### config.mk
export PLATFORM = sky130hd
export DESIGN_NAME = bas_lerp
export DESIGN_NICKNAME = d
export VERILOG_FILES = /design/src/rtl/bas_pkg.sv /design/src/rtl/bas_lerp.sv
export SDC_FILE = /design/constraint.sdc
export NUM_CORES = 1
export LEC_CHECK = 0
export ABC_AREA = 1
export BUFFER_PORTS_ARGS = -buffer_cell sky130_fd_sc_hd__buf_2
export CORE_UTILIZATION = 50
export CTS_BUF_LIST = sky130_fd_sc_hd__clkbuf_4
export CTS_CLUSTER_SIZE = 40
export DETAILED_ROUTE_END_ITERATION = 8
export HOLD_SLACK_MARGIN = 0.02
export PLACE_DENSITY_LB_ADDON = 0.15
export RECOVER_POWER = 50
export SYNTH_ARGS = -nofsm -noshare
export SYNTH_HDL_FRONTEND = slang
export SYNTH_SLANG_ARGS = --single-unit
export TNS_END_PERCENT = 5
### constraint.sdc
create_clock -name clk_i -period 8.01 [get_ports clk_i]
set_input_delay 0.801 -clock clk_i [delete_from_list [all_inputs] [get_ports clk_i]]
set_output_delay 0.801 -clock clk_i [all_outputs]
set_load 0.005 [all_outputs]
### src/rtl/bas_pkg.sv
// package: shared types and constants for the bezier splat block
package bas_pkg;

  localparam int unsigned CoordW = 10;
  localparam int unsigned PosW   = 26;
  localparam int unsigned TW     = 17;
  localparam int unsigned CfgIdxW = 3;

  typedef enum logic [CfgIdxW-1:0] {
    REG_P0_X = 3'd0,
    REG_P0_Y = 3'd1,
    REG_P1_X = 3'd2,
    REG_P1_Y = 3'd3,
    REG_P2_X = 3'd4,
    REG_P2_Y = 3'd5,
    REG_P3_X = 3'd6,
    REG_P3_Y = 3'd7
  } reg_idx_e;

  localparam logic [TW-1:0] OneQ16 = 17'd65536;

endpackage

### src/rtl/bas_lerp.sv
// module: one registered de casteljau interpolation stage for one coordinate (x or y)
module bas_lerp (
  input  logic                         clk_i,
  input  logic [bas_pkg::TW-1:0]       t_i,
  input  logic [bas_pkg::PosW-1:0]     a_i,
  input  logic [bas_pkg::PosW-1:0]     b_i,
  output logic [bas_pkg::PosW-1:0]     r_o
);
  localparam int unsigned ProdW = bas_pkg::PosW + bas_pkg::TW + 2;
  localparam int unsigned SumW  = ProdW + 1;

  // ((1-t)*a + t*b + half) >> 16, written as a + t*(b-a) with rounding
  logic signed [bas_pkg::PosW:0]       diff;
  logic signed [ProdW-1:0]             prod;
  logic signed [SumW-1:0]              sum;
  logic [bas_pkg::PosW-1:0]            r_d;

  always_comb begin
    diff = $signed({1'b0, b_i}) - $signed({1'b0, a_i});
    prod = ProdW'($signed({1'b0, t_i})) * ProdW'(diff);
    sum  = SumW'($signed({1'b0, a_i, 16'd0})) + SumW'(prod) + SumW'(32768);
    r_d  = sum[bas_pkg::PosW+15:16];
  end

  always_ff @(posedge clk_i) begin
    r_o <= r_d;
  end
endmodule

==> Word level (Yosys, flattened, before mapping) <==
Cells that the tools add are included.
{ "totals": {"ff_bits": 26, "input_bits": 70, "word_cells": 5} }
{ "op_classes": {"add_sub_neg": 3, "n_mul": 1} }
{ "ops": {"columns": ["operator", "n"], "rows": [
  ["42-bit by 17-bit adder with 42-bit output, second input constant", 1],
  ["42-bit adder", 1],
  ["18-bit by 27-bit multiplier with 42-bit output", 1],
  ["26-bit by 26-bit subtractor with 27-bit output", 1]
]} }

==> Longest topological paths before layout <==
Gate-level depths: netlist (run 1).
{ "logic_depth": {"depth_word": 4, "mapped_depth": 39, "mapped_depth_nobuf": 39} }

==> Worst setup path after synthesis (run 1) <==
OpenSTA, ideal clock, no wires.
{ "synth_timing": {"kind": "input -> register", "from": "input port b_i[0] (netlist name)", "to": "register r_o[17] (netlist name)", "setup_time_ns": 0.072, "t_arrival_ns": 7.127, "required_ns": 7.938, "slack_ns": 0.811, "cell_stages": 33, "cell_sequence": "inv_1 -> ha_1 -> inv_1 -> fa_1 -> nand3_1 -> nand3_2 -> a21oi_4 -> o21ai_1 -> or2_1 -> buf_2 -> nand2_2 -> buf_6 -> nor2_1 -> fa_1 -> inv_1 -> fa_1 -> fa_1 -> inv_1 -> fa_1 -> fa_1 -> inv_1 -> fa_1 -> inv_1 -> ha_1 -> nand2_1 -> nor2_1 -> inv_1 -> nor2_1 -> inv_1 -> nor4_1 -> a21oi_1 -> o21ai_0 -> xor2_1"} }
{ "synth_between": {"elab_chain_cells": 4} }
{ "synth_lines": {"columns": ["item", "line", "text"], "rows": [
  ["start, declared", "bas_lerp.sv:6", "input logic [bas_pkg::PosW-1:0] b_i,"],
  ["26-bit by 26-bit subtractor with 27-bit output", "bas_lerp.sv:19", "diff = $signed({1'b0, b_i}) - $signed({1'b0, a_i});"],
  ["18-bit by 27-bit multiplier with 42-bit output", "bas_lerp.sv:20", "prod = ProdW'($signed({1'b0, t_i})) * ProdW'(diff);"],
  ["42-bit adder", "bas_lerp.sv:21", "sum = SumW'($signed({1'b0, a_i, 16'd0})) + SumW'(prod) + SumW'(32768);"],
  ["42-bit by 17-bit adder with 42-bit output", "bas_lerp.sv:21", null],
  ["named net sum[33]", "bas_lerp.sv:15", "logic signed [SumW-1:0] sum;"],
  ["end signal, assigned", "bas_lerp.sv:26", "r_o <= r_d;"],
  ["end, declared", "bas_lerp.sv:7", "output logic [bas_pkg::PosW-1:0] r_o"]
]} }
The timed path passes the listed nets, and every way through them passes these cells.

==> Worst setup path in the final report (run 1) <==
{ "layout_timing": {"from": "input port a_i[8] (netlist name)", "to": "register r_o[18] (netlist name)"} }
{ "layout_between": {"elab_chain_cells": 4} }
{ "layout_lines": {"columns": ["item", "line", "text"], "rows": [
  ["start, declared", "bas_lerp.sv:5", "input logic [bas_pkg::PosW-1:0] a_i,"],
  ["26-bit by 26-bit subtractor with 27-bit output", "bas_lerp.sv:19", null],
  ["18-bit by 27-bit multiplier with 42-bit output", "bas_lerp.sv:20", null],
  ["42-bit adder *", "bas_lerp.sv:21", null],
  ["42-bit by 17-bit adder with 42-bit output *", "bas_lerp.sv:21", null],
  ["named net sum[34]", "bas_lerp.sv:15", null]
]} }
Mark *: on every way through the listed nets, which the timed path passes. The rest lies on a longest branch.

==> metrics.md, run 1 <==
| Metric | Value |
|---|---|
| Initial antenna violation count | 1 |
| EDFF count, synth | 0 |
| Cts bufs inserted | 3 |
| Port Buf Inserts | 95 |
| Synth Flop Type | dfxtp_1 |
| Die ar. | 38300 um^2 |
| Worst path arrival time | 7.89 ns |
| Setup violations, final | 0 |
| Routed WL | 56.9 mm |
| Rel. slew slack | 0.367 |
| Share of layout cells above drive strength 1 | 0.100 |
| First-pass GRT wire length | 92.3 mm |
| IO Count | 96 |
| Top post-synthesis cells by count | 704 x inv_1, 451 x fa_1, 408 x nand2_1 |
| Tmin final | 7.66 ns |
| Post-CTS Setup Bufs | 0 |
| Syn nets | 3055 |
| Largest net degree at the start of global routing | 28 |
| Final Wtd Congestion | 0.929 |
| Vias | 15600 |
| Site Rows | 70 |
| Area Growth Syn to Fin | 9.25% |
| Mapped Area | 18800 um^2 |
| Post-Synthesis Mean Instance Area | 7.82 um^2 |
| RSZ-0062 raised after global routing | true |
| Wire per inst | 18.8 um |
| Worst Tran Pin Value | 0.948 ns |
| Most flops, register | r_o |
| Tcrit/Tclk final | 0.956 |
| TritonRoute pass-1 iters | 5 |
| Number of global-route vias before repair | 17000 |
| Starting DRT DRC Count | 969 |
| FF+latch count, synth | 26 |
| Synth area leaders | fa_1 48%, inv_1 14%, ha_1 8.9%, nand2_1 8.2%, nor2_1 5.9% |
| Worst-path clk slew | 0.15 ns |
| Overall Global Routing Usage | 0.316 |
| Post-synthesis sequential area ratio | 0.0277 |
| CTS sink count | 26 |
| Post-synth top area share | 0.481 |
| GRT overflow | 0 |
| Final hold vios | 0 |
| Setup TNS | 0 ns |
| Setup crit start kind | input pin |
| Count leader, synth | inv_1 |
| Clock tree from TritonCTS | built |
| Most common cell on crit path | inv_1 |
| DP Wirelength | 50.5 mm |
| CTS max path bufs | 2 |
| Die height | 196 um |
| Asr flop ratio synth | 0 |
| Final #Nets | 3208 |
| Largest regs | r_o: 26 flops |
| Drt via density | 5.17 |
| Cell taking the most area after synthesis | fa_1 |
| Max-Cap Viols | 0 |
| Fill count | 3567 |
| Chip width | 196 um |
| H-Tree Depth | 1 |
| Crit path largest cell delay | 0.54 ns |
| Netlist cell types | 47 |
| Antenna violation net count after detailed routing | 0 |
| Core area | 36800 um^2 |
| Type of the worst setup path | input pin to register |
| Status | finished, final reports clean |
| Max-slew violation count | 0 |
| DRC Markers | 0 |
| Initial Utilization | 0.510 |
| Clk root buf | clkbuf_4 |
| Req. time, crit path | 8.24 ns |
| Hold Path Class | input pin to register |
| Largest register FFs | 26 |
| FMAX | 131 MHz |
| Crit Path Max Fanout | 13 |
| Synth warn | 0 |
| Synthesized instance count | 2400 |
| Slowest-stage cell, CP | fa_1 |
| Crit end category | register |
-- final cells by class --
cell class | count | area, um^2 | share of cell area
timing repair buffer | 207 | 1330 | 0.0649
clock inverter | 1 | 30.0 | 0.00146
tap | 468 | 586 | 0.0286
antenna | 1 | 2.50 | 0.000122
multi-input combinational | 1595 | 15300 | 0.747
inverter | 720 | 2700 | 0.132
sequential | 26 | 520 | 0.0254
clock buffer | 3 | 22.5 | 0.00110
-- what timing repair did --
item | CTS | global route
setup endpoints to repair | 0 | 15
hold buffers | 0 | 0
gates resized for setup | 0 | 6
-- worst paths after layout --
check	start	end	slack (ns)	cells past startpoint
max	a_i[8]	r_o[18]	0.35	30
min	t_i[16]	r_o[25]	1.21	6
-- per-layer routing --
metal	share of wire	up-vias	global-route usage
li1	-	7152	-
met1	0.40	7792	0.408
met2	0.49	556	0.551
met3	0.066	122	0.0330
met4	0.042	0	0.116
met5	0	-	0
-- cell families (layout without fill, tap and decap cells) --
group / Yosys count / in the layout / share of synthesized area
adder cells (fa/ha/maj): 585 / 585 / 0.570
AO/OA/AOI/OAI: 144 / 144 / 0.0452
buffers and inverters: 779 / 931 / 0.158
flip-flops: 26 / 26 / 0.0277
other: 0 / 1 / 0
AND/OR/NAND/NOR: 826 / 826 / 0.177
XOR/XNOR: 40 / 40 / 0.0215
-- cell usage in the layout, fill, tap and decap left out, drive strengths merged --
master,count
dfxtp,26
o21ai,34
xor2,21
clkinv,11
xnor2,19
a21oi,76
inv,709
clkbuf,11
or2,16
o21bai,7
nor3,11
o211ai,3
a211oi,4
and3,1
nor2,295
nor4,2
nand4,4
nand3,76
a31oi,5
buf,199
nand2b,1
nand2,417
fa,451
a21boi,2
o21a,6
ha,134
diode,1
nand3b,3
a21o,4
a31o,2
bufinv,1
a221oi,1
-- metrics by stage --
stage	utilization	instances	instance area [um^2]	hold WS (ns)	setup slack, ns
3_5_place_dp	0.555	3016	20400	1.18	-0.143
3_3_place_gp	0.555	3016	20400	1.18	-0.0932
5_1_grt	0.557	3021	20500	1.21	-0.0123
4_1_cts	0.557	3020	20500	1.21	0.198
6_report	0.557	3021	20500	1.21	0.351
2_1_floorplan	-	2400	18800	1.09	0.811
-- worst max-delay path, delay by kind of cell --
family,cells,cell delay [ns]
simple gates,4,0.55
fa+ha+maj,8,3.73
compound gates,7,1.42
buf+inv,9,0.92
xor+xnor,2,0.48
Power of run 1 is left out: the tool's default activity adds up to more than one toggle a clock period on the data nets, which glitch-free logic cannot reach.
==> run 2, diff against run 1 <==
--- a/config.mk
+++ b/config.mk
@@ -7,7 +7,9 @@
 export LEC_CHECK = 0
 export ABC_AREA = 1
 export BUFFER_PORTS_ARGS = -buffer_cell sky130_fd_sc_hd__buf_2
-export CORE_UTILIZATION = 50
+export CELL_PAD_IN_SITES_DETAIL_PLACEMENT = 0
+export CELL_PAD_IN_SITES_GLOBAL_PLACEMENT = 1
+export CORE_UTILIZATION = 49
 export CTS_BUF_LIST = sky130_fd_sc_hd__clkbuf_4
 export CTS_CLUSTER_SIZE = 40
 export DETAILED_ROUTE_END_ITERATION = 8
==> metrics.md, run 2 (synthesis gave the netlist of run 1 again) <==
| Metric | Value |
|---|---|
| Worst min-delay path startpoint | t_i[16] |
| Setup crit start kind | input pin |
| Status | finished, final reports clean |
| Multi-input gate area | 15300 um^2 |
| Tcrit/Tclk final | 0.952 |
| Drt via density | 5.04 |
| Share of layout cells above drive strength 1 | 0.0988 |
| Met1 Track Usage GR | 0.416 |
| Setup TNS | 0 ns |
| GRT overflow | 0 |
| CTS max path bufs | 2 |
| FMAX | 131 MHz |
| Crit path largest cell delay | 0.56 ns |
| First-pass GRT wire length | 92.4 mm |
| Worst-path clk slew | 0.17 ns |
| GRT met3 Usage | 0.0255 |
| Crit Path Max Fanout | 6 |
| Overall Global Routing Usage | 0.316 |
| Rel. slew slack | 0.319 |
| Max-Cap Viols | 0 |
| Req. time, crit path | 8.29 ns |
| Worst path arrival time | 7.90 ns |
| Chip width | 198 um |
| DRC Markers | 0 |
| Site Rows | 71 |
| Slowest-stage cell, CP | fa_1 |
| IO Count | 96 |
| Core area | 37700 um^2 |
| CTS sink count | 26 |
| Largest regs | r_o: 26 flops |
| Largest register FFs | 26 |
| Gr busiest metal | met2 |
| Type of the worst setup path | input pin to register |
| Clock tree from TritonCTS | built |
| Wire per inst | 18.9 um |
| H-Tree Depth | 1 |
| Largest net degree at the start of global routing | 28 |
| Tmin final | 7.62 ns |
| CP Launch Point | b_i[0] |
| Most common cell on crit path | fa_1 |
| Vias | 15500 |
| Cts hold-fix bufs | 0 |
| TritonRoute pass-1 iters | 5 |
| Crit end category | register |
| Commonest non-fill, non-tap cell in the layout | inv_1 |
| Area Growth Syn to Fin | 9.93% |
| Initial antenna violation count | 0 |
| Setup violations, final | 0 |
| Clk root buf | clkbuf_4 |
| Number of global-route vias before repair | 16900 |
| Final #Nets | 3217 |
| Initial Utilization | 0.498 |
| Die height | 198 um |
| Cts bufs inserted | 3 |
| Final hold vios | 0 |
| Worst hold path cell count | 6 |
| Most frequent cells in the layout | 701 x inv_1, 451 x fa_1, 406 x nand2_1 |
| Grt met2 use | 0.556 |
| Antenna violation net count after detailed routing | 0 |
| Port Buf Inserts | 95 |
| Sequential Area | 520 um^2 |
| Most flops, register | r_o |
| Starting DRT DRC Count | 1004 |
| ANT cells | 0 |
| Max-slew violation count | 0 |
| Die ar. | 39100 um^2 |
| Hold Path Class | input pin to register |
| Routed WL | 58.2 mm |
| DP Wirelength | 51.9 mm |
| Final Wtd Congestion | 0.927 |
| RSZ-0062 raised after global routing | false |
| Worst Tran Pin Value | 1.02 ns |
| Fill count | 3771 |
| WHS Endpoint | r_o[25] |
-- run 2: critical path, delay by kind of cell --
kind	cells	cell delay (ns)
buffers and inverters	8	0.70
AND/OR/NAND/NOR	9	0.94
XOR/XNOR	1	0.20
adder cells (fa/ha/maj)	9	4.16
AO/OA/AOI/OAI	6	1.10
-- run 2: worst max path at each step --
stage	cells after the start	endpoint	slack (ns)
6_report	33	r_o[25]	0.39
5_1_grt	35	r_o[17]	0.006
4_1_cts	33	r_o[25]	0.41
3_5_place_dp	33	r_o[25]	0.03
3_3_place_gp	33	r_o[25]	0.03
2_1_floorplan	33	r_o[17]	0.81
-- run 2: metal layers --
layer / share of wire / routed length [um]
met3: 0.055 / 3220
met5: 0 / 0
met4: 0.036 / 2110
met2: 0.49 / 28500
met1: 0.42 / 24400
-- run 2: what timing repair did --
| item | CTS | global route |
|---|---|---|
| setup buffers | 0 | 3 |
| gates resized for setup | 0 | 8 |
| setup endpoints to repair | 0 | 11 |
-- run 2: final cells by class --
| type | count | share of cell area |
|---|---|---|
| Tap cell | 511 | 0.0310 |
| Timing Repair Buffer | 216 | 0.0682 |
| Sequential cell | 26 | 0.0252 |
| Clock inverter | 1 | 0.00146 |
| Clock buffer | 3 | 0.00109 |
| Multi-Input combinational cell | 1595 | 0.742 |
| Inverter | 720 | 0.131 |
-- run 2: metrics by stage --
stage	hold slack, ns	setup WS [ns]	cell area (um^2)	util	std cells
6_report	1.24	0.388	20600	0.548	3072
5_1_grt	1.24	0.00638	20600	0.548	3072
4_1_cts	1.22	0.407	20600	0.547	3069
3_5_place_dp	1.18	0.0276	20600	0.546	3065
3_3_place_gp	1.18	0.0255	20600	0.546	3065
2_1_floorplan	1.09	0.811	18800	-	2400
Power of run 2 is left out for the same reason.
